File: src/rtl/core/dpbp_pkg.sv
// ============================================================================
// Depth pixel back-projection package
// Word types, widths and register indexes shared by the back-projection core.
// ============================================================================
package dpbp_pkg;

    // Pixel coordinates are reduced to this many low bits before use.
    localparam int COORD_BITS = 12;

    // Field widths
    localparam int COL_W   = 12;
    localparam int DEPTH_W = 16;
    localparam int PP_W    = 20;
    localparam int INV_W   = 25;
    localparam int XY_W    = 32;
    localparam int CFG_IDX_W  = 2;
    localparam int CFG_DATA_W = 32;

    // Datapath widths
    localparam int SCALED_W = COORD_BITS + 8;
    localparam int DIFF_W   = (SCALED_W > PP_W) ? SCALED_W : PP_W;
    localparam int MAG_W    = DIFF_W + DEPTH_W;
    localparam int MLO_W    = 18;
    localparam int MHI_W    = MAG_W - MLO_W;
    localparam int PLO_W    = MLO_W + INV_W;
    localparam int PHI_W    = MHI_W + INV_W;
    localparam int PROD_W   = MAG_W + INV_W;
    localparam int FRAC_W   = 32;
    localparam int Q_W      = PROD_W - FRAC_W;
    localparam int QX_W     = (Q_W > XY_W + 1) ? Q_W : XY_W + 1;

    localparam logic [QX_W-1:0] MAG_POS_MAX = QX_W'(64'h0000_0000_7FFF_FFFF);
    localparam logic [QX_W-1:0] MAG_NEG_MAX = QX_W'(64'h0000_0000_8000_0000);
    localparam logic [XY_W-1:0] XY_POS_SAT  = 32'h7FFF_FFFF;
    localparam logic [XY_W-1:0] XY_NEG_SAT  = 32'h8000_0000;

    // Configuration register indexes
    localparam logic [CFG_IDX_W-1:0] CFG_PRINCIPAL_COL = 2'd0;
    localparam logic [CFG_IDX_W-1:0] CFG_PRINCIPAL_ROW = 2'd1;
    localparam logic [CFG_IDX_W-1:0] CFG_INV_FOCAL_X   = 2'd2;
    localparam logic [CFG_IDX_W-1:0] CFG_INV_FOCAL_Y   = 2'd3;

    // Register reset values
    localparam logic [PP_W-1:0]  PRINCIPAL_COL_RST = 20'd67111;
    localparam logic [PP_W-1:0]  PRINCIPAL_ROW_RST = 20'd52652;
    localparam logic [INV_W-1:0] INV_FOCAL_X_RST   = 25'd45966;
    localparam logic [INV_W-1:0] INV_FOCAL_Y_RST   = 25'd45966;

    typedef struct packed {
        logic [COL_W-1:0]   pixel_col;
        logic [COL_W-1:0]   pixel_row;
        logic [DEPTH_W-1:0] depth_raw;
    } t_in_word;

    typedef struct packed {
        logic signed [XY_W-1:0] point_x;
        logic signed [XY_W-1:0] point_y;
        logic [DEPTH_W-1:0]     point_z;
        logic                   point_valid;
    } t_out_word;

    // Load enables of the four datapath stages
    typedef struct packed {
        logic s1;
        logic s2;
        logic s3;
        logic s4;
    } t_stage_en;

endpackage

File: src/rtl/core/dpbp_axis.sv
// ============================================================================
// Back-projection axis datapath
// Four-stage path for one axis: offset from principal point, depth product,
// split reciprocal product, sum and scale, then sign and saturation.
// ============================================================================
module dpbp_axis (
    input  logic                      i_clk,
    input  dpbp_pkg::t_stage_en       i_en,
    input  logic [dpbp_pkg::COL_W-1:0]   i_coord,
    input  logic [dpbp_pkg::PP_W-1:0]    i_pp,
    input  logic [dpbp_pkg::INV_W-1:0]   i_inv,
    input  logic [dpbp_pkg::DEPTH_W-1:0] i_z,
    output logic signed [dpbp_pkg::XY_W-1:0] o_coord
);
    import dpbp_pkg::*;

    localparam logic [COL_W-1:0] CMASK = COL_W'((64'd1 << COORD_BITS) - 64'd1);

    logic [COL_W-1:0]  masked;
    logic [DIFF_W-1:0] scaled;
    logic [DIFF_W-1:0] pp_ext;
    logic              n_neg;
    logic [DIFF_W-1:0] n_diff;
    logic [PROD_W-1:0] n_sum;
    logic [QX_W-1:0]   qx;

    logic [DIFF_W-1:0] r_diff;
    logic              r_neg1, r_neg2, r_neg3, r_neg4;
    logic [MAG_W-1:0]  r_mag;
    logic [PLO_W-1:0]  r_plo;
    logic [PHI_W-1:0]  r_phi;
    logic [Q_W-1:0]    r_q;

    // stage 1: |coord*256 - pp|
    assign masked = i_coord & CMASK;
    assign scaled = DIFF_W'({masked, 8'h00});
    assign pp_ext = DIFF_W'(i_pp);
    assign n_neg  = scaled < pp_ext;
    assign n_diff = n_neg ? (pp_ext - scaled) : (scaled - pp_ext);

    // stage 4: full product, floor by 2^32
    assign n_sum = PROD_W'(r_plo) + (PROD_W'(r_phi) << MLO_W);

    always_ff @(posedge i_clk) begin
        if (i_en.s1) begin
            r_diff <= n_diff;
            r_neg1 <= n_neg;
        end
        if (i_en.s2) begin
            r_mag  <= MAG_W'(r_diff) * MAG_W'(i_z);
            r_neg2 <= r_neg1;
        end
        if (i_en.s3) begin
            r_plo  <= PLO_W'(r_mag[MLO_W-1:0]) * PLO_W'(i_inv);
            r_phi  <= PHI_W'(r_mag[MAG_W-1:MLO_W]) * PHI_W'(i_inv);
            r_neg3 <= r_neg2;
        end
        if (i_en.s4) begin
            r_q    <= n_sum[PROD_W-1:FRAC_W];
            r_neg4 <= r_neg3;
        end
    end

    // sign and saturate
    assign qx = QX_W'(r_q);
    always_comb begin
        if (r_neg4) begin
            if (qx > MAG_NEG_MAX) begin
                o_coord = XY_NEG_SAT;
            end else begin
                o_coord = XY_W'(0) - qx[XY_W-1:0];
            end
        end else begin
            if (qx > MAG_POS_MAX) begin
                o_coord = XY_POS_SAT;
            end else begin
                o_coord = qx[XY_W-1:0];
            end
        end
    end

endmodule

File: config.mk
export PLATFORM = sky130hd
export DESIGN_NAME = dpbp_axis
export DESIGN_NICKNAME = d
export VERILOG_FILES = /design/src/rtl/core/dpbp_pkg.sv /design/src/rtl/core/dpbp_axis.sv
export SDC_FILE = /design/constraint.sdc
export NUM_CORES = 2
export LEC_CHECK = 0
export BUFFER_PORTS_ARGS = -buffer_cell sky130_fd_sc_hd__buf_2
export CORE_MARGIN = 1
export CORE_UTILIZATION = 55
export DETAILED_ROUTE_END_ITERATION = 7
export HOLD_SLACK_MARGIN = 0.1
export PLACE_DENSITY_LB_ADDON = 0.1
export SYNTH_ARGS = -nofsm -noshare
export SYNTH_HDL_FRONTEND = slang
export SYNTH_SLANG_ARGS = --single-unit
File: constraint.sdc
create_clock -name i_clk -period 7.4 [get_ports i_clk]
set_clock_uncertainty 0.1 [all_clocks]
set_input_delay 0 -clock i_clk [delete_from_list [all_inputs] [get_ports i_clk]]
set_output_delay 0 -clock i_clk [all_outputs]
set_load 0.1 [all_outputs]
== Word level (Yosys, flattened, before mapping) ==
Index checks and enable logic that the tools add are counted.
Cells by class
  add/subtract/negate cells: 4
  $mul: 3
  order comparisons: 3
  mux-type cells: 4
Operator list (count)
  18-bit by 25-bit multiplier with 43-bit output: 2
  32-bit two-way mux: 2
  43-bit by 61-bit adder with 61-bit output: 1
  20-bit subtractor: 2
  20-bit by 16-bit multiplier with 36-bit output: 1
  29-bit by 32-bit greater-than comparator with 1-bit output, second input constant: 1
  29-bit by 31-bit greater-than comparator with 1-bit output, second input constant: 1
  31-bit two-way mux: 1
  1-bit by 29-bit subtractor with 30-bit output, first input constant: 1
  20-bit < comparator: 1
  20-bit two-way mux: 1
Word-level totals
  register bits after elaboration: 175
  bits of input ports: 78
  output and inout bits: 32
  word-level logic and storage cells: 23

== Depth between registers and ports, before layout ==
  depth in word-level cells: 3
  depth in mapped cells: 26
  gate-level depth less buffers: 24

== Worst setup path before layout ==
Ideal clock, no wire load.
  path kind: register to register
  start point: register r_mag[29]
  end point: register r_phi[42], data pin
  library setup time: 260 ps
  arrival time: 6230 ps
  required time: 7040 ps
  path slack: 811 ps
  stages on the path, launching flop included: 26
  path buffers: 2
  clock period less this slack: 6589 ps
  cell sequence: edfxtp_1 -> clkbuf_1 -> clkbuf_1 -> nand2_1 -> fa_1 -> inv_1 -> fa_1 -> inv_1 -> fa_1 -> inv_1 -> fa_1 -> fa_1 -> inv_1 -> fa_1 -> inv_1 -> ha_1 -> or2_2 -> a21o_1 -> nand4_1 -> a21oi_1 -> o41ai_1 -> o31ai_1 -> a41oi_1 -> o21ai_0 -> a21oi_1 -> xnor2_1
On the way
  word-level cells in the longest chain between the ends: 1
Ends and longest elaborated chain
  from (decl): RTL line dpbp_axis.sv:29  | logic [MAG_W-1:0] r_mag;
  from (signal assigned): RTL line dpbp_axis.sv:50  | r_mag <= MAG_W'(r_diff) * MAG_W'(i_z);
  18-bit by 25-bit multiplier with 43-bit output: RTL line dpbp_axis.sv:55  | r_phi <= PHI_W'(r_mag[MAG_W-1:MLO_W]) * PHI_W'(i_inv);
  to (signal assigned): RTL line dpbp_axis.sv:55
  to (decl): RTL line dpbp_axis.sv:31  | logic [PHI_W-1:0] r_phi;
Every way passes these cells.
A chain may end at the register's enable or synchronous reset.

== Final worst setup path ==
  start point: register r_mag[21]
  end point: register r_phi[41], data pin
The elaborated chain is that of the path after synthesis.

==> results by group <==
Finish
  • Fin area: 49420 um2
  • Share of cells above drive strength 1: 0.06215
  • Layout net count: 6602
  • Fin cells: 6236
  • P&R area growth vs syn: 7.830%

Drt
  • Detailed Route WL: 111800 um
  • 1st-iter DRT viols: 1709
  • Routed via count: 32750
  • Drt via density: 5.251
  • Post-route DRC: 0
  • Pre-antenna DRT Iters: 7
  • Drt wl/cell: 17.93 um
  • Post-DRT Antenna Nets: 0

Synthesis
  • Post-synth cell types: 66
  • Synth warnings: 0
  • Mean Syn Cell Area: 9.075 um2
  • Post-Synthesis Cells: 5050
  • Post-synthesis register bit count: 157
  • Post-synth top area share: 0.4303
  • Syn Nets: 6500
  • Yosys top cell by area: fa_1
  • Post-synth ARST share: 0
  • Syn Std Cell Area: 45830 um2
  • Sequential share of the synthesized area: 0.1029
  • Post-synth EDFFs: 157
  • Synth area leaders: fa_1 43%, ha_1 11%, edfxtp_1 10%
  • Ys flop type: edfxtp_1

Critical path
  • Worst-path maximum fanout: 10
  • Flop-to-flop setup slack: 360 ps
  • Crit path required time: 7560 ps
  • Setup Crit Path Kind: register to register
  • Critical path arrival: 7200 ps
  • Worst setup EP type: register
  • Worst Setup Start Kind: register

Clock network
  • CTS Sinks: 157
  • Clock slew at reported path FFs: 70 ps
  • Clk Latency, worst-skew pair: 500 ps
  • CTS HTree Levels: 4
  • Cts bufs inserted: 17
  • CTS root buf: clkbuf_16
  • CTS tree: done
  • Clock Tree Buf Depth: 2

Place
  • Placed cell count: 6111
  • Routability congestion estimate from global placement: 0.9113
  • PortBufs: 109
  • Hpwl dp: 92000 um
  • Area after DPL: 47760 um2

Global route
  • GR Overflow Total: 0
  • Initial antenna violation count: 8
  • Tot GR Track Use: 0.2787
  • Number of global-route vias before repair: 34970
  • First-pass GRT wire length: 184200 um
  • Largest net degree at the start of global routing: 70

STA
  • Tmin final: 7040 ps
  • Slew Limit Fails: 0
  • Max transition margin: 0.3655
  • Final setup viols: 0
  • Final-report hold violation count: 0
  • Slew @ Worst Pin: 951.8 ps
  • RSZ-0062 raised after global routing: yes
  • Final Cycle Share: 0.9514
  • Fmax: 142.0 MHz
  • Worst hold margin: 156.4 ps

Worst hold path
  • Hold Crit Class: input port to register

Die
  • Die Wd: 290.7 um
  • Die Height: 290.7 um
  • Initial Util: 0.5572
  • # IOs: 110
  • Core area: 82240 um2
  • Std-Cell Rows: 105
  • Die area: 84480 um2

Job
  • Max-Cap Viols: 0

Run status
  • Outcome: completed
==> through the flow <==
stage / util / setup WS, ps / TNS [ps]
floorplan: - / 810.6 / 0
detailed placement: 0.5808 / 164.7 / 0
finish: 0.6009 / 359.8 / 0
global route: 0.6008 / -34.60 / -36.44
CTS: 0.5938 / 153.7 / 0
global placement: 0.5808 / 214.3 / 0
==> critical path: stages (launching register included) <==
cell      delay [ps]
edfxtp_1         370
buf_4            190
buf_4            170
buf_4            160
and2_1           170
fa_1             520
fa_1             480
fa_1             450
fa_1             470
fa_1             550
inv_1             50
fa_1             470
inv_1             40
ha_1             340
nand3_1          130
nor2_1           180
nand4_1          110
o21ai_0          280
o211ai_1         220
o311ai_2         420
a21oi_2          160
o41ai_2          490
o21ai_1          150
xnor2_1          140
==> sequential cells by signal, indices dropped and copies added, names as in the netlist <==
register	flops
r_neg3	1
r_diff	20
r_neg4	1
r_q	29
r_mag	36
r_phi	43
r_plo	25
r_neg1	1
r_neg2	1
==> cell type report <==
class / instances / area, um2
antenna: 1 / 2.502
clock buffer: 17 / 425.4
clock inverter: 15 / 168.9
sequential: 157 / 4715
inverter: 1246 / 4677
timing repair buffer: 320 / 2541
fill: 7328 / 32830
tap: 1070 / 1339
multi-input combinational: 3410 / 35550
==> timing repair <==
item,4_1_cts,5_1_grt
hold buffers,48,0
endpoints found under the setup margin,0,18
buffers inserted,0,44
hold endpoints to repair,178,0
resized for setup,0,5
==> final timing paths <==
path	cells after the start	startpoint	to
worst max register to register	23	r_mag[21]$_DFFE_PP_	r_phi[41]$_DFFE_PP_
worst min register to register	0	r_neg1$_DFFE_PP_	r_neg2$_DFFE_PP_
worst min-delay path	6	i_coord[7]	r_diff[16]$_DFFE_PP_
worst max-delay path	23	r_mag[21]$_DFFE_PP_	r_phi[41]$_DFFE_PP_
==> Yosys cell counts, drive strengths merged (10+ instances only) <==
master	n
a31oi	11
xor2	36
nand3	24
clkbuf	229
edfxtp	157
nor2	72
o21bai	17
a21oi	115
ha	387
xnor2	127
o41ai	10
nor3	28
nand2	822
or3	13
fa	985
and3	14
o21a	20
a21o	45
nor2b	20
and2	466
inv	1246
o21ai	73
nand2b	13
o31ai	16
a211oi	10
nand4	18
==> cells in the final DEF, fill, tap and decap left out, drive strengths merged, types with 4 or more instances in the layout <==
cell / synthesis / routed
inv: 1246 / 1254
nor2: 72 / 72
a21boi: 8 / 8
a211oi: 10 / 10
fa: 985 / 985
a31o: 4 / 4
buf: 8 / 271
o31a: 4 / 4
clkinv: 0 / 6
o21ai: 73 / 73
o21bai: 17 / 17
o31ai: 16 / 16
or4: 4 / 4
ha: 387 / 387
nand2: 822 / 822
nand4: 18 / 18
o21a: 20 / 20
dlygate4sd3: 0 / 48
clkbuf: 229 / 18
nand2b: 13 / 13
a21oi: 115 / 115
edfxtp: 157 / 157
xor2: 36 / 36
nand3: 24 / 24
and2: 466 / 466
o41ai: 10 / 10
a31oi: 11 / 11
a21o: 45 / 45
nor4: 5 / 5
nor2b: 20 / 20
xnor2: 127 / 127
and3: 14 / 14
nor3: 28 / 28
or3: 13 / 13
o211ai: 5 / 5
==> per-layer routing <==
layer  share of wire  global-route usage  vias up
li1                -                   -    15110
met1            0.42              0.3642    16620
met2            0.49              0.4799      855
met3           0.055             0.03824      151
met4           0.032             0.08866       14
met5         0.00079                   0        -
==> kinds of logic after synthesis <==
family,after synthesis,synth area share
xor gates and xnor gates,163,0.03115
muxes,2,0.0004369
buffers and inverters,1483,0.1219
adders and majority gates,1372,0.5359
AOI/OAI and AO/OA,361,0.05067
and+or+nand+nor,1512,0.1570
DFF,157,0.1029
Power is not shown: default switching activity piles up to over one toggle a cycle in this logic, so the estimate is an artifact.
